[src/design/load_pressure_debounce_detector_core_assert.svh]
// Assertion macros used by the load pressure detector RTL.
`ifndef LOAD_PRESSURE_DEBOUNCE_DETECTOR_CORE_ASSERT_SVH
`define LOAD_PRESSURE_DEBOUNCE_DETECTOR_CORE_ASSERT_SVH

// Clocked assertion, disabled while the active-low reset is asserted.
`define LPDD_ASSERT(lbl, clk, rstn, prop, msg) \
    lbl: assert property (@(posedge clk) disable iff (!(rstn)) (prop)) else $error(msg);

// Clocked assertion that also holds during reset.
`define LPDD_ASSERT_ALWAYS(lbl, clk, prop, msg) \
    lbl: assert property (@(posedge clk) (prop)) else $error(msg);

`endif

[src/design/lpdd_pkg.sv]
// Package: widths, register map, score codes, reset defaults and configuration type.
`timescale 1ns / 1ps

package lpdd_pkg;

    localparam int COUNT_WIDTH = 8;
    localparam int CONFIRM_W   = 8;
    localparam int CMP_W       = (COUNT_WIDTH > CONFIRM_W) ? COUNT_WIDTH : CONFIRM_W;

    localparam int PCT_W       = 10;
    localparam int QUEUE_W     = 16;
    localparam int CPUS_W      = 10;
    localparam int CPU_SHIFT   = 6;   // queue bound is 64 per logical CPU
    localparam int SCORE_W     = 5;

    localparam int S_TDATA_W   = 32;
    localparam int M_TDATA_W   = 8;
    localparam int APB_DATA_W  = 32;
    localparam int APB_ADDR_W  = 5;
    localparam int REG_IDX_W   = 3;

    localparam logic [REG_IDX_W-1:0] REG_ENTER_PCT     = 3'd0;
    localparam logic [REG_IDX_W-1:0] REG_EXIT_PCT      = 3'd1;
    localparam logic [REG_IDX_W-1:0] REG_SEVERE_PCT    = 3'd2;
    localparam logic [REG_IDX_W-1:0] REG_ENTER_QUEUE   = 3'd3;
    localparam logic [REG_IDX_W-1:0] REG_EXIT_QUEUE    = 3'd4;
    localparam logic [REG_IDX_W-1:0] REG_SEVERE_QUEUE  = 3'd5;
    localparam logic [REG_IDX_W-1:0] REG_CONFIRM_COUNT = 3'd6;
    localparam logic [REG_IDX_W-1:0] REG_LOGICAL_CPUS  = 3'd7;

    localparam logic [SCORE_W-1:0] SCORE_SEVERE_CPU   = 5'd26;
    localparam logic [SCORE_W-1:0] SCORE_HIGH_CPU     = 5'd18;
    localparam logic [SCORE_W-1:0] SCORE_SEVERE_QUEUE = 5'd20;
    localparam logic [SCORE_W-1:0] SCORE_HIGH_QUEUE   = 5'd12;
    localparam logic [SCORE_W-1:0] SCORE_BASE         = 5'd10;

    localparam logic [PCT_W-1:0]     RST_ENTER_PCT     = 10'd850;
    localparam logic [PCT_W-1:0]     RST_EXIT_PCT      = 10'd800;
    localparam logic [PCT_W-1:0]     RST_SEVERE_PCT    = 10'd950;
    localparam logic [QUEUE_W-1:0]   RST_ENTER_QUEUE   = 16'd4;
    localparam logic [QUEUE_W-1:0]   RST_EXIT_QUEUE    = 16'd3;
    localparam logic [QUEUE_W-1:0]   RST_SEVERE_QUEUE  = 16'd6;
    localparam logic [CONFIRM_W-1:0] RST_CONFIRM_COUNT = 8'd3;
    localparam logic [CPUS_W-1:0]    RST_LOGICAL_CPUS  = 10'd0;

    typedef struct packed {
        logic [PCT_W-1:0]     enter_pct;
        logic [PCT_W-1:0]     exit_pct;
        logic [PCT_W-1:0]     severe_pct;
        logic [QUEUE_W-1:0]   enter_queue;
        logic [QUEUE_W-1:0]   exit_queue;
        logic [QUEUE_W-1:0]   severe_queue;
        logic [CONFIRM_W-1:0] confirm_count;
        logic [CPUS_W-1:0]    logical_cpus;
    } cfg_t;

endpackage

[src/design/load_pressure_debounce_detector_core.sv]
// Top level of the debounced load pressure detector.
//
//  channel  | dir  | handshake         | payload
//  ---------+------+-------------------+---------------------------------------
//  s_       | in   | s_tvalid/s_tready | s_tdata: cpu_pct[9:0], queue_len[25:10]
//  m_       | out  | m_tvalid/m_tready | m_tdata: risk_score[4:0]
//  apb      | in   | psel/penable      | paddr = 4*register index, pwdata
//
//  One item per cycle while s_tready is high; an item taken is loaded into the
//  sample register, and its result, if it gives one, is loaded into the output
//  register, which drives m_tvalid.
//  Reset (aresetn low, synchronous) clears the debounce state and loads
//  the default thresholds.
//  s_tready drops only while a result waits in the output register and the
//  item in the sample register would produce another one.
`timescale 1ns / 1ps

module load_pressure_debounce_detector_core (
    input  logic                               aclk,
    input  logic                               aresetn,
    input  logic                               s_tvalid,
    output logic                               s_tready,
    // [9:0] cpu_pct, [25:10] queue_len (signed), [31:26] zero
    input  logic [lpdd_pkg::S_TDATA_W-1:0]     s_tdata,
    output logic                               m_tvalid,
    input  logic                               m_tready,
    // [4:0] risk_score, [7:5] zero
    output logic [lpdd_pkg::M_TDATA_W-1:0]     m_tdata,
    input  logic                               psel,
    input  logic                               penable,
    input  logic                               pwrite,
    input  logic [lpdd_pkg::APB_ADDR_W-1:0]    paddr,
    input  logic [lpdd_pkg::APB_DATA_W-1:0]    pwdata,
    output logic [lpdd_pkg::APB_DATA_W-1:0]    prdata,
    output logic                               pready
);

    lpdd_pkg::cfg_t                    cfg;
    logic [lpdd_pkg::SCORE_W-1:0]      risk_score;

    lpdd_cfg_regs u_cfg (
        .aclk    (aclk),
        .aresetn (aresetn),
        .psel    (psel),
        .penable (penable),
        .pwrite  (pwrite),
        .paddr   (paddr),
        .pwdata  (pwdata),
        .prdata  (prdata),
        .pready  (pready),
        .cfg     (cfg)
    );

    lpdd_detect u_detect (
        .aclk         (aclk),
        .aresetn      (aresetn),
        .cfg          (cfg),
        .s_tvalid     (s_tvalid),
        .s_tready     (s_tready),
        .s_cpu_pct    (s_tdata[lpdd_pkg::PCT_W-1:0]),
        .s_queue_len  (s_tdata[lpdd_pkg::PCT_W+lpdd_pkg::QUEUE_W-1:lpdd_pkg::PCT_W]),
        .m_tvalid     (m_tvalid),
        .m_tready     (m_tready),
        .m_risk_score (risk_score)
    );

    assign m_tdata = lpdd_pkg::M_TDATA_W'(risk_score);

endmodule

[src/design/lpdd_cfg_regs.sv]
// APB register file holding the detector thresholds.
`timescale 1ns / 1ps

module lpdd_cfg_regs (
    input  logic                               aclk,
    input  logic                               aresetn,
    input  logic                               psel,
    input  logic                               penable,
    input  logic                               pwrite,
    input  logic [lpdd_pkg::APB_ADDR_W-1:0]    paddr,
    input  logic [lpdd_pkg::APB_DATA_W-1:0]    pwdata,
    output logic [lpdd_pkg::APB_DATA_W-1:0]    prdata,
    output logic                               pready,
    output lpdd_pkg::cfg_t                     cfg
);

    lpdd_pkg::cfg_t                     cfg_reg;
    logic [lpdd_pkg::REG_IDX_W-1:0]     idx;
    logic                               wr_en;

    assign idx    = paddr[lpdd_pkg::APB_ADDR_W-1:2];
    assign pready = 1'b1;
    assign wr_en  = psel && penable && pwrite && pready;
    assign cfg    = cfg_reg;

    always_ff @(posedge aclk) begin
        if (!aresetn) begin
            cfg_reg.enter_pct     <= lpdd_pkg::RST_ENTER_PCT;
            cfg_reg.exit_pct      <= lpdd_pkg::RST_EXIT_PCT;
            cfg_reg.severe_pct    <= lpdd_pkg::RST_SEVERE_PCT;
            cfg_reg.enter_queue   <= lpdd_pkg::RST_ENTER_QUEUE;
            cfg_reg.exit_queue    <= lpdd_pkg::RST_EXIT_QUEUE;
            cfg_reg.severe_queue  <= lpdd_pkg::RST_SEVERE_QUEUE;
            cfg_reg.confirm_count <= lpdd_pkg::RST_CONFIRM_COUNT;
            cfg_reg.logical_cpus  <= lpdd_pkg::RST_LOGICAL_CPUS;
        end else if (wr_en) begin
            unique case (idx)
                lpdd_pkg::REG_ENTER_PCT:
                    cfg_reg.enter_pct <= pwdata[lpdd_pkg::PCT_W-1:0];
                lpdd_pkg::REG_EXIT_PCT:
                    cfg_reg.exit_pct <= pwdata[lpdd_pkg::PCT_W-1:0];
                lpdd_pkg::REG_SEVERE_PCT:
                    cfg_reg.severe_pct <= pwdata[lpdd_pkg::PCT_W-1:0];
                lpdd_pkg::REG_ENTER_QUEUE:
                    cfg_reg.enter_queue <= pwdata[lpdd_pkg::QUEUE_W-1:0];
                lpdd_pkg::REG_EXIT_QUEUE:
                    cfg_reg.exit_queue <= pwdata[lpdd_pkg::QUEUE_W-1:0];
                lpdd_pkg::REG_SEVERE_QUEUE:
                    cfg_reg.severe_queue <= pwdata[lpdd_pkg::QUEUE_W-1:0];
                lpdd_pkg::REG_CONFIRM_COUNT:
                    cfg_reg.confirm_count <= pwdata[lpdd_pkg::CONFIRM_W-1:0];
                lpdd_pkg::REG_LOGICAL_CPUS:
                    cfg_reg.logical_cpus <= pwdata[lpdd_pkg::CPUS_W-1:0];
            endcase
        end
    end

    always_comb begin
        unique case (idx)
            lpdd_pkg::REG_ENTER_PCT:
                prdata = lpdd_pkg::APB_DATA_W'(cfg_reg.enter_pct);
            lpdd_pkg::REG_EXIT_PCT:
                prdata = lpdd_pkg::APB_DATA_W'(cfg_reg.exit_pct);
            lpdd_pkg::REG_SEVERE_PCT:
                prdata = lpdd_pkg::APB_DATA_W'(cfg_reg.severe_pct);
            lpdd_pkg::REG_ENTER_QUEUE:
                prdata = lpdd_pkg::APB_DATA_W'(cfg_reg.enter_queue);
            lpdd_pkg::REG_EXIT_QUEUE:
                prdata = lpdd_pkg::APB_DATA_W'(cfg_reg.exit_queue);
            lpdd_pkg::REG_SEVERE_QUEUE:
                prdata = lpdd_pkg::APB_DATA_W'(cfg_reg.severe_queue);
            lpdd_pkg::REG_CONFIRM_COUNT:
                prdata = lpdd_pkg::APB_DATA_W'(cfg_reg.confirm_count);
            lpdd_pkg::REG_LOGICAL_CPUS:
                prdata = lpdd_pkg::APB_DATA_W'(cfg_reg.logical_cpus);
        endcase
    end

endmodule

[src/design/lpdd_detect.sv]
// Sample register, debounce state, risk ladder and result register.
`timescale 1ns / 1ps
`include "load_pressure_debounce_detector_core_assert.svh"

module lpdd_detect (
    input  logic                               aclk,
    input  logic                               aresetn,
    input  lpdd_pkg::cfg_t                     cfg,
    input  logic                               s_tvalid,
    output logic                               s_tready,
    input  logic [lpdd_pkg::PCT_W-1:0]         s_cpu_pct,
    input  logic [lpdd_pkg::QUEUE_W-1:0]       s_queue_len,
    output logic                               m_tvalid,
    input  logic                               m_tready,
    output logic [lpdd_pkg::SCORE_W-1:0]       m_risk_score
);

    localparam int CW = lpdd_pkg::COUNT_WIDTH;
    localparam int XW = lpdd_pkg::CMP_W;

    // sample register
    logic                            s1_valid_reg;
    logic [lpdd_pkg::PCT_W-1:0]      s1_cpu_reg;
    logic [lpdd_pkg::QUEUE_W-1:0]    s1_queue_reg;

    // debounce state
    logic                            active_reg, active_next;
    logic [CW-1:0]                   high_run_reg, high_run_next;
    logic [CW-1:0]                   low_run_reg, low_run_next;

    // result register
    logic                            m_valid_reg;
    logic [lpdd_pkg::SCORE_W-1:0]    m_score_reg;

    logic [lpdd_pkg::QUEUE_W-1:0]    q_bound;
    logic                            ignore_sample;
    logic                            is_high, is_low;
    logic [CW-1:0]                   high_bump, low_bump;
    logic                            emit;
    logic                            s1_adv;
    logic [lpdd_pkg::SCORE_W-1:0]    score;

    assign q_bound = {cfg.logical_cpus, lpdd_pkg::CPU_SHIFT'(0)};

    assign ignore_sample = s1_queue_reg[lpdd_pkg::QUEUE_W-1]
                        || ((cfg.logical_cpus != '0) && (s1_queue_reg > q_bound));

    assign is_high = (s1_cpu_reg >= cfg.enter_pct) || (s1_queue_reg >= cfg.enter_queue);
    assign is_low  = (s1_cpu_reg < cfg.exit_pct) && (s1_queue_reg < cfg.exit_queue);

    // saturate at all ones
    assign high_bump = (high_run_reg == '1) ? high_run_reg : high_run_reg + 1'b1;
    assign low_bump  = (low_run_reg == '1) ? low_run_reg : low_run_reg + 1'b1;

    always_comb begin
        active_next   = active_reg;
        high_run_next = high_run_reg;
        low_run_next  = low_run_reg;
        emit          = 1'b0;
        if (s1_valid_reg && !ignore_sample) begin
            if (!active_reg) begin
                if (is_high) begin
                    high_run_next = high_bump;
                    if (XW'(high_bump) >= XW'(cfg.confirm_count)) begin
                        active_next  = 1'b1;
                        low_run_next = '0;
                        emit         = 1'b1;
                    end
                end else begin
                    high_run_next = '0;
                end
            end else begin
                emit = 1'b1;
                if (is_low) begin
                    low_run_next = low_bump;
                    if (XW'(low_bump) >= XW'(cfg.confirm_count)) begin
                        active_next   = 1'b0;
                        high_run_next = '0;
                        emit          = 1'b0;
                    end
                end else begin
                    low_run_next = '0;
                end
            end
        end
    end

    always_comb begin
        priority if (s1_cpu_reg >= cfg.severe_pct) begin
            score = lpdd_pkg::SCORE_SEVERE_CPU;
        end else if (s1_cpu_reg >= cfg.enter_pct) begin
            score = lpdd_pkg::SCORE_HIGH_CPU;
        end else if (s1_queue_reg >= cfg.severe_queue) begin
            score = lpdd_pkg::SCORE_SEVERE_QUEUE;
        end else if (s1_queue_reg >= cfg.enter_queue) begin
            score = lpdd_pkg::SCORE_HIGH_QUEUE;
        end else begin
            score = lpdd_pkg::SCORE_BASE;
        end
    end

    // an item with no result never waits on the output side
    assign s1_adv   = s1_valid_reg && (!emit || !m_valid_reg || m_tready);
    assign s_tready = !s1_valid_reg || s1_adv;

    always_ff @(posedge aclk) begin
        if (!aresetn) begin
            s1_valid_reg <= 1'b0;
        end else if (s_tready) begin
            s1_valid_reg <= s_tvalid;
        end
    end

    always_ff @(posedge aclk) begin
        if (s_tready && s_tvalid) begin
            s1_cpu_reg   <= s_cpu_pct;
            s1_queue_reg <= s_queue_len;
        end
    end

    always_ff @(posedge aclk) begin
        if (!aresetn) begin
            active_reg   <= 1'b0;
            high_run_reg <= '0;
            low_run_reg  <= '0;
        end else if (s1_adv) begin
            active_reg   <= active_next;
            high_run_reg <= high_run_next;
            low_run_reg  <= low_run_next;
        end
    end

    always_ff @(posedge aclk) begin
        if (!aresetn) begin
            m_valid_reg <= 1'b0;
        end else if (s1_adv && emit) begin
            m_valid_reg <= 1'b1;
        end else if (m_tready) begin
            m_valid_reg <= 1'b0;
        end
    end

    always_ff @(posedge aclk) begin
        if (s1_adv && emit) begin
            m_score_reg <= score;
        end
    end

    assign m_tvalid     = m_valid_reg;
    assign m_risk_score = m_score_reg;

    `LPDD_ASSERT(a_emit_only_active, aclk, aresetn, (s1_adv && emit) |-> active_next, "result from an inactive sample")
    `LPDD_ASSERT(a_score_code, aclk, aresetn, m_valid_reg |-> (m_score_reg == lpdd_pkg::SCORE_SEVERE_CPU || m_score_reg == lpdd_pkg::SCORE_HIGH_CPU || m_score_reg == lpdd_pkg::SCORE_SEVERE_QUEUE || m_score_reg == lpdd_pkg::SCORE_HIGH_QUEUE || m_score_reg == lpdd_pkg::SCORE_BASE), "illegal risk score held")
    `LPDD_ASSERT(a_stall_cause, aclk, aresetn, !s_tready |-> (m_valid_reg && !m_tready && emit), "input stalled without a blocked result")
    `LPDD_ASSERT(a_state_hold, aclk, aresetn, !s1_adv |=> ($stable(active_reg) && $stable(high_run_reg) && $stable(low_run_reg)), "debounce state moved without an item")

endmodule
[config.mk]
export PLATFORM = sky130hd
export DESIGN_NAME = load_pressure_debounce_detector_core
export DESIGN_NICKNAME = d
export VERILOG_FILES = /design/src/design/lpdd_pkg.sv /design/src/design/load_pressure_debounce_detector_core.sv /design/src/design/lpdd_cfg_regs.sv /design/src/design/lpdd_detect.sv
export VERILOG_INCLUDE_DIRS = /design/src /design/src/design
export SDC_FILE = /design/constraint.sdc
export NUM_CORES = 1
export LEC_CHECK = 0
export BUFFER_PORTS_ARGS = -buffer_cell sky130_fd_sc_hd__buf_2
export CAP_MARGIN = 25
export CORE_ASPECT_RATIO = 1.1
export CORE_UTILIZATION = 59
export DETAILED_ROUTE_END_ITERATION = 10
export PLACE_DENSITY = 0.88
export SLEW_MARGIN = 10
export SYNTH_ARGS = -nofsm -noshare
export SYNTH_HDL_FRONTEND = slang
export SYNTH_SLANG_ARGS = --single-unit
[constraint.sdc]
create_clock -name aclk -period 5.6 [get_ports aclk]
set_clock_uncertainty 0.2 [all_clocks]
set_input_delay 0.28 -clock aclk [delete_from_list [all_inputs] [get_ports aclk]]
set_output_delay 0.28 -clock aclk [all_outputs]
set_load 0.05 [all_outputs]
======== Yosys cells after proc, flatten, opt, wreduce, memory -nomap -nowiden ========
Index checks and enable logic that the tools add are counted.
storage, ports and cells
  register bits ........................... 146
  input port bits ......................... 76
  output and inout bits ................... 43
  logic and storage cells ................. 97
cells by class
  add/sub/neg operators ................... 2
  magnitude comparators ................... 9
  equality and inequality tests ........... 11
  muxes and demuxes ....................... 22
  reduce and logical (&&, ||, !) cells .... 35
operators with widths
  operator             number
  $pmux 32 s8          1
  $mux 8               10
  $ge 16x16->1         2
  $ge 10x10->1         2
  $reduce_and 2->1     9
  $add 8x1->8 const B  2
  $eq 8x8->1 const B   2
  $ge 8x8->1           2
  $gt 16x16->1         1
  $lt 16x16->1         1
  $eq 3x3->1 const B   4
  $lt 10x10->1         1
  $reduce_bool 10->1   1
  $logic_and 1x1->1    8
  $mux 1               8
  $mux 4               2
  $reduce_and 4->1     2
  $eq 3x2->1 const B   2
  $reduce_bool 2->1    3
  $logic_or 1x1->1     5
  $logic_not 1->1      4
  $ne 2x2->1 const B   2
  $eq 3x1->1 const B   1
  $logic_not 3->1      1
  3 further kinds      3

======== Longest topological paths before layout ========
Gate-level depths: netlist of the first run.
  depth in word-level cells ............... 13
  gate-level depth with buffers ........... 17
  gate-level depth less buffers ........... 16

======== Cells and area by module ========
Synthesis of the first run repeated with hierarchy kept, for this count alone.
unflattened totals
  cell total of the unflattened synthesis .. 1102
  area, all modules ....................... 9196.3 µm²
by module, submodules not included
  module                                times used  cells an instance  area each (µm²)
  lpdd_cfg_regs                         1           572                4588.2
  lpdd_detect                           1           526                4581.9
  load_pressure_debounce_detector_core  1           4                  26.3

======== Least setup slack after synthesis of the first run ========
OpenSTA, ideal clock, no wires.
  path type ............................... register to register
  start point ............................. register u_detect.high_run_reg[0]
  end point ............................... register u_detect.s1_cpu_reg[0] in the netlist's numbering, enable pin
  arrival time ............................ 3.850 ns
  path slack .............................. 1.132 ns
  cell stages (with the launch flop) ...... 14
  buffers on the path ..................... 0
  clock period less this slack ............ 4.468 ns
  cells stage by stage .................... dfxtp_1 > ha_1 > nand2_1 > nor2_1 > and3_1 > or3_1 > nand2_1 > ha_1 > or4_1 > o221ai_1 > a21oi_1 > o21ai_0 > a21oi_1 > a21oi_1
on the way
  cells in the longest elaborated chain, start to end .. 13
RTL lines
  item                                              line                text
  start, declared                                   lpdd_detect.sv:28   logic [CW-1:0] high_run_reg, high_run_next;
  start signal, assigned                            lpdd_detect.sv:128  high_run_reg <= high_run_next;
  $add 8x1->8 / $eq 8x8->1 (equally long branches)  lpdd_detect.sv:52   assign high_bump = (high_run_reg == '1) ? high_run_reg : high_run_reg + 1'b1;
  $mux 8 *                                          lpdd_detect.sv:52
  $ge 8x8->1 *                                      lpdd_detect.sv:64   if (XW'(high_bump) >= XW'(cfg.confirm_count)) begin
  $mux 1 *                                          lpdd_detect.sv:64
  $mux 1 *                                          lpdd_detect.sv:62   if (is_high) begin
  $mux 1 *                                          lpdd_detect.sv:61   if (!active_reg) begin
  $mux 1 *                                          lpdd_detect.sv:60   if (s1_valid_reg && !ignore_sample) begin
  $logic_not 1->1 *                                 lpdd_detect.sv:103  assign s1_adv = s1_valid_reg && (!emit || !m_valid_reg || m_tready);
  $logic_or 1x1->1 * (2 in a row)                   lpdd_detect.sv:103
  $logic_and 1x1->1 *                               lpdd_detect.sv:103
  $logic_or 1x1->1 *                                lpdd_detect.sv:104  assign s_tready = !s1_valid_reg || s1_adv;
  $logic_and 1x1->1 *                               lpdd_detect.sv:115  if (s_tready && s_tvalid) begin
  end signal, assigned                              lpdd_detect.sv:116  s1_cpu_reg <= s_cpu_pct;
  end, declared                                     lpdd_detect.sv:23   logic [lpdd_pkg::PCT_W-1:0] s1_cpu_reg;
Mark *: on every way between the ends. The rest lies on a longest branch, timed or not.
A chain may end at the register's enable or synchronous reset.

======== Worst setup path after layout of the first run ========
  start point ............................. register u_detect.high_run_reg[0]
  end point ............................... output s_tready
on the way
  cells in the longest elaborated chain, start to end .. 12
RTL lines
  item                                              line                                        text
  $add 8x1->8 / $eq 8x8->1 (equally long branches)  lpdd_detect.sv:52
  $mux 8 *                                          lpdd_detect.sv:52
  $ge 8x8->1 *                                      lpdd_detect.sv:64
  $mux 1 *                                          lpdd_detect.sv:64
  $mux 1 *                                          lpdd_detect.sv:62
  $mux 1 *                                          lpdd_detect.sv:61
  $mux 1 *                                          lpdd_detect.sv:60
  $logic_not 1->1 *                                 lpdd_detect.sv:103
  $logic_or 1x1->1 * (2 in a row)                   lpdd_detect.sv:103
  $logic_and 1x1->1 *                               lpdd_detect.sv:103
  $logic_or 1x1->1 *                                lpdd_detect.sv:104
  end, declared                                     load_pressure_debounce_detector_core.sv:22  output logic s_tready,
Marks and branches as above.

==> impl_metrics.env, run 1 <==
export IMPL_status="finished clean"
export IMPL_syn_area_um2=9030
export IMPL_hold_viol_final=0
export IMPL_ys_ff_latch=145
export IMPL_io_buffers=73
export IMPL_worstSetupEndpoint="s_tready"
export IMPL_synth_area_per_cell_um2=8.463
export IMPL_reg2reg_depth=14
export IMPL_post_cts_buffers=0
export IMPL_drive_gt1_share_pct=10.92
export IMPL_drc=0
export IMPL_cts_sinks=145
export IMPL_rows=47
export IMPL_p_leak_nw=4.127
export IMPL_overflow=0
export IMPL_cp_max_fo=6
export IMPL_required_ns=5.12
export IMPL_maxCapViolCount=0
export IMPL_vias=8158
export IMPL_antenna_found_initial=0
export IMPL_clock_fmax_ghz=0.2269
export IMPL_clk_pin_slew_worst_paths_ns=0.06
export IMPL_hold_class="in2reg"
export IMPL_dieArea_um2=15800
export IMPL_ys_seq_area_share_pct=35.47
export IMPL_routed_wl_um=24390
export IMPL_core_area_um2=15000
export IMPL_holdWs_ns=0.01097
export IMPL_yosys_warnings=0
export IMPL_cts_tree="built"
export IMPL_synthCells=1067
export IMPL_peakVddDrop_uv=203.4
export IMPL_slew_violations=0
export IMPL_initial_utilization_pct=60.22
export IMPL_setup_viol=0
export IMPL_cts_resized=0
export IMPL_ys_types=65
export IMPL_viasPerCell=5.963
export IMPL_clk_latency_ns=0.43
export IMPL_min_period_ns=4.407
export IMPL_diodes=0
export IMPL_cts_path_max_buffers=2
export IMPL_synth_edf_count=30
export IMPL_multiInputGateArea_um2=5189
export IMPL_fin_tns_setup_ns=0
export IMPL_max_slew_margin_rel_pct=32.91
export IMPL_reg2reg_to="u_detect.s1_queue_reg[5]"
export IMPL_io_pins=119
export IMPL_first_iter_violations=580
export IMPL_wl_per_cell_um=17.83
export IMPL_grt_pass1_wl_um=38700
export IMPL_reg2reg_from="u_detect.high_run_reg[0]"
export IMPL_n_fill_cell=1144
export IMPL_place_congestion=0.9333
export IMPL_nets=1339
export IMPL_area_growth_pct=15.30
export IMPL_end_kind="output port"
export IMPL_grt_max_degree=112
export IMPL_rsz0062_at_grt="false"
export IMPL_power_density_nw_per_um2=247.0
export IMPL_post_route_util_pct=69.43
export IMPL_drtAntennaViolNets=0
export IMPL_arrival_ns=3.93
export IMPL_seqCellArea_um2=3203
export IMPL_startpoint_type="register"
export IMPL_cts_buffers=17
export IMPL_hold_depth=3
export IMPL_place_inst=1297
export IMPL_cts_hold_buf=36
export IMPL_fin_cells=1368
export IMPL_ys_async_sr_fraction_pct=0
export IMPL_htreeDepth=4
export IMPL_first_global_vias=7855
export IMPL_crit_start="u_detect.high_run_reg[0]"
export IMPL_fp_dieW_um=120.0
export IMPL_synthFlopType="dfxtp_1"
export IMPL_tightest_slew_ns=1.006
export IMPL_die_h_um=131.8
export IMPL_crit_type="reg2out"
export IMPL_drt_pass1_iter_count=5
export IMPL_largest_register_ffs=96
export IMPL_fin_crit_sh_pct=78.70
export IMPL_grtUsageTotal_pct=31.73
export IMPL_rrSetupSlack_ns=1.33
export IMPL_clockRootBuffer="clkbuf_16"
export IMPL_hpwl_um=16780
-- logic make-up after synthesis --
| family | after synthesis | share of synthesized area [%] |
|---|---|---|
| and+or+nand+nor | 342 | 16.88 |
| AOI/OAI and AO/OA | 272 | 21.08 |
| buffers and inverters | 169 | 8.092 |
| DFF | 145 | 35.47 |
| adders and majority gates | 104 | 14.41 |
| muxes | 26 | 3.312 |
| xor gates and xnor gates | 7 | 0.6790 |
| other | 2 | 0.08317 |
-- Yosys cell counts, drive strengths merged, types with 11 or more instances --
library cell    n  area share, %
nor2           42            1.7
nor3           16           0.89
buf            26            2.0
nand2         194            8.1
nand3          18            1.0
nand4          13           0.90
dfxtp         115             25
a22o           12            1.2
a211oi         11            1.3
a21boi         74            6.2
o211ai         23            1.9
ha            104             14
a21oi          38            2.1
mux2i          22            2.4
o21ai          57            3.2
nor2b          20            1.4
a21o           15            1.2
edfxtp         30             10
clkbuf         41            1.8
nand2b         13           0.90
inv           102            4.2
-- metal layers --
metal	global-route usage, %	vias to the layer above	wire length (um)
met5	0	-	0
met2	51.28	422	11500
li1	-	3856	-
met4	19.10	0	1342
met1	38.99	3765	9683
met3	6.185	115	1866
-- per-stage QoR --
stage	power [mW]	setup WS [ns]	area, um^2
after floorplan	1.366	1.132	9101
after global placement	1.436	1.383	9453
after detailed placement	1.448	1.233	9453
after CTS	2.562	1.225	10380
after global routing	2.646	0.9689	10410
final	2.571	1.193	10410
-- layout by cell type, fill, tap and decap left out, drive strengths merged, types with 6 or more instances in the layout --
cell and count:
nor2b 20, ha 104, dfxtp 115, o21a 6, a211oi 11, xnor2 6, conb 21, o21ai 57
a31oi 6, a21oi 38, buf 85, nand2 194, clkbuf 26, a221oi 6, a21o 15, nand4 13
o211ai 23, mux2i 22, a22o 12, nor3 16, nand2b 13, edfxtp 30, dlygate4sd3 36, nand3 18
nor2 42, a21boi 74, inv 102
-- worst min path at each step --
stage	from	to	slack, ns
2_1_floorplan	s_tdata[0]	u_detect.s1_cpu_reg[0]	0.18
3_3_place_gp	u_cfg.cfg[25]	u_cfg.cfg[25]	0.25
3_5_place_dp	s_tdata[0]	u_detect.s1_cpu_reg[0]	0.26
4_1_cts	pwdata[9]	u_cfg.cfg[9]	0.0004
5_1_grt	pwdata[4]	u_cfg.cfg[54]	0.01
6_report	pwdata[4]	u_cfg.cfg[80]	0.01
-- layout make-up --
class                   instances  share of cell area, %
clock inverters                 6                 0.7451
clock buffers                  26                  4.711
well taps                     196                  2.355
multi-input cells             772                  49.84
inverters                     102                  3.677
repair buffers                121                  7.908
flip-flops and latches        145                  30.77
-- power by group --
| group | switching [mW] | internal (mW) |
|---|---|---|
| sequential | 0.0258 | 1.09 |
| clock | 0.422 | 0.689 |
| combinational | 0.217 | 0.124 |
-- critical path, stage by stage, from the launching register on --
cell and delay (ns):
dfxtp_1 0.43, ha_1 0.22, nand2_1 0.09, nor2_1 0.20
and3_1 0.30, or3_1 0.16, nand2_1 0.06, ha_1 0.26
o21ai_0 0.09, nor2_1 0.12, o221ai_1 0.12, a21oi_1 0.32
o21ai_0 0.27, a21oi_1 0.44, nand2_1 0.17, buf_2 0.25
(Power assumes the default switching activity.)
==> run 2: changes to the inputs <==
--- a/config.mk
+++ b/config.mk
@@ -9,9 +9,9 @@
 export BUFFER_PORTS_ARGS = -buffer_cell sky130_fd_sc_hd__buf_2
 export CAP_MARGIN = 25
 export CORE_ASPECT_RATIO = 1.1
-export CORE_UTILIZATION = 59
+export CORE_UTILIZATION = 53
 export DETAILED_ROUTE_END_ITERATION = 10
-export PLACE_DENSITY = 0.88
+export PLACE_DENSITY = 0.84
 export SLEW_MARGIN = 10
 export SYNTH_ARGS = -nofsm -noshare
 export SYNTH_HDL_FRONTEND = slang
==> constraint.sdc (replaced) <==
create_clock -name aclk -period 4 [get_ports aclk]
set_clock_uncertainty 0.2 [all_clocks]
set_input_delay 0.2 -clock aclk [delete_from_list [all_inputs] [get_ports aclk]]
set_output_delay 0.2 -clock aclk [all_outputs]
set_load 0.05 [all_outputs]
==> impl_metrics.env, run 2 (synthesized netlist as in run 1, its figures left out) <==
export IMPL_reg2reg_from="u_detect.low_run_reg[0]"
export IMPL_n_fill_cell=1339
export IMPL_diodes=0
export IMPL_place_congestion=0.9021
export IMPL_cts_tree="built"
export IMPL_power_density_nw_per_um2=336.4
export IMPL_mostFrequentLayoutCells="nand2_1 (194), dfxtp_1 (114), ha_1 (104)"
export IMPL_first_iter_violations=682
export IMPL_max_stage_delay_ns=0.38
export IMPL_worst_path_stages=15
export IMPL_vias=8157
export IMPL_final_common_cell="nand2_1"
export IMPL_htreeDepth=4
export IMPL_hold_class="in2reg"
export IMPL_required_ns=3.60
export IMPL_maxCapViolCount=0
export IMPL_wl_per_cell_um=17.75
export IMPL_clockRootBuffer="clkbuf_16"
export IMPL_reg2reg_depth=17
export IMPL_grt_met2_usage_pct=48.21
export IMPL_cp_top_family="simple AND/OR/NAND/NOR gates"
export IMPL_initial_utilization_pct=54.75
export IMPL_multiInputGateArea_um2=5218
export IMPL_grtUsageTotal_pct=29.32
export IMPL_end_kind="output port"
export IMPL_die_h_um=138.9
export IMPL_status="finished clean"
export IMPL_hpwl_um=17540
export IMPL_clock_fmax_ghz=0.2620
export IMPL_nets=1356
export IMPL_p_leak_nw=4.193
export IMPL_cts_sinks=145
export IMPL_drtAntennaViolNets=0
export IMPL_setup_ws_ns=0.1834
export IMPL_drt_pass1_iter_count=7
export IMPL_io_buffers=73
export IMPL_hold_viol_final=0
export IMPL_globalRouteMet3Util_pct=5.170
export IMPL_cp_cell_sequence="ha_1 -> nand2_1 -> nor2_2 -> and3_2 -> or3_1 -> nand2_1 -> ha_1 -> o21ai_1 -> nor2_1 -> o221ai_1 -> a21oi_2 -> o21ai_2 -> a21oi_2 -> nand2_1 -> buf_4"
export IMPL_crit_type="reg2out"
export IMPL_startpoint_type="register"
export IMPL_setup_viol=0
export IMPL_largest_register_ffs=96
export IMPL_viasPerCell=5.856
export IMPL_fin_cells=1393
export IMPL_rrSetupSlack_ns=0.24
export IMPL_dieArea_um2=17560
export IMPL_first_global_vias=8107
export IMPL_tightest_slew_ns=0.9265
export IMPL_drc=0
export IMPL_place_inst=1313
export IMPL_dp_slack_ns=-0.008706
export IMPL_antenna_found_initial=0
export IMPL_post_route_util_pct=64.15
export IMPL_critical_path_buf_inv_count=1
export IMPL_slowest_stage="or3_1"
export IMPL_overflow=0
export IMPL_rows=49
export IMPL_io_pins=119
export IMPL_rsz0062_at_grt="true"
export IMPL_clk_pin_slew_worst_paths_ns=0.07
export IMPL_reg2reg_to="u_detect.low_run_reg[0]"
export IMPL_grt_met1_usage_pct=35.98
export IMPL_area_growth_pct=17.17
export IMPL_clk_latency_ns=0.44
export IMPL_min_period_ns=3.817
export IMPL_grt_busiest_layer="met2"
export IMPL_cts_buffers=17
export IMPL_crit_start="u_detect.high_run_reg[0]"
export IMPL_fin_tns_setup_ns=0
export IMPL_grt_max_degree=100
export IMPL_max_slew_margin_rel_pct=38.23
export IMPL_fin_crit_sh_pct=95.42
export IMPL_slew_violations=0
export IMPL_worstSetupEndpoint="s_tready"
export IMPL_seqCellArea_um2=3204
export IMPL_fp_dieW_um=126.5
export IMPL_cp_common_cell="nand2_1"
export IMPL_arrival_ns=3.42
export IMPL_cts_path_max_buffers=2
export IMPL_routed_wl_um=24730
export IMPL_drive_gt1_share_pct=12.95
export IMPL_cp_max_fo=6
export IMPL_core_area_um2=16490
export IMPL_grt_pass1_wl_um=39960
export IMPL_peakVddDrop_uv=353.8
[run 2: cell count changes in the layout (fill, tap and decap cells not counted), moves of 4 or more]
cell	before	now
buf_4	11	21
clkinv_4	0	4
clkbuf_1	7	0
inv_6	0	6
dlygate4sd3_1	36	45
[run 2: metal layers]
metal / vias up / part of all wire (%)
met1: 3799 / 41
met3: 91 / 7.6
li1: 3901 / -
met2: 366 / 47
met4: 0 / 4.6
met5: - / 0
[run 2: what timing repair did]
action                                 4_1_cts  5_1_grt
buffers inserted                             0        2
setup endpoints to repair                    6       31
hold buffers                                45        0
endpoints found under the hold margin      133        0
pin swaps                                    0        2
resized for setup                            6        6
[run 2: worst min-delay path by stage]
stage / to / slack [ns] / from / cells after the start
after floorplan: u_detect.s1_cpu_reg[0] / 0.1 / s_tdata[0] / 0
after global placement: u_detect.s1_queue_reg[0] / 0.18 / s_tdata[10] / 1
after detailed placement: u_detect.s1_cpu_reg[1] / 0.18 / s_tdata[1] / 1
after CTS: u_cfg.cfg[2] / 0.18 / penable / 5
after global routing: u_cfg.cfg[87] / 0.21 / penable / 4
final: u_cfg.cfg[87] / 0.17 / penable / 4
[run 2: through the flow]
step	hold slack, ns	total power [mW]	instance area, um^2
2_1_floorplan	0.09887	1.912	9105
3_3_place_gp	0.1770	2.019	9523
3_5_place_dp	0.1781	2.036	9523
4_1_cts	0.1807	3.557	10540
5_1_grt	0.2081	3.673	10580
6_report	0.1696	3.559	10580
[run 2: worst register-to-register path, delay by kind of cell, from the launching register on]
| kind | cells | cell delay, ns |
|---|---|---|
| DFF | 1 | 0.42 |
| AOI/OAI and AO/OA | 8 | 1.30 |
| and+or+nand+nor | 5 | 0.82 |
| adders and majority gates | 2 | 0.48 |
| buffers and inverters | 2 | 0.42 |
[run 2: power breakdown]
part / total, mW / internal (mW) / switching (mW) / leakage, nW
clock: 1.51 / 0.809 / 0.697 / 0.264
sequential: 1.56 / 1.53 / 0.0357 / 1.22
combinational: 0.489 / 0.183 / 0.306 / 2.71
[run 2: final cells by class]
class	count	share of cell area (%)
Clock buffer	17	4.021
Clock inverter	15	1.194
Sequential cell	145	30.29
Timing Repair Buffer	138	9.153
Tap cell	204	2.413
Inverter	102	3.619
Multi-Input combinational cell	772	49.31
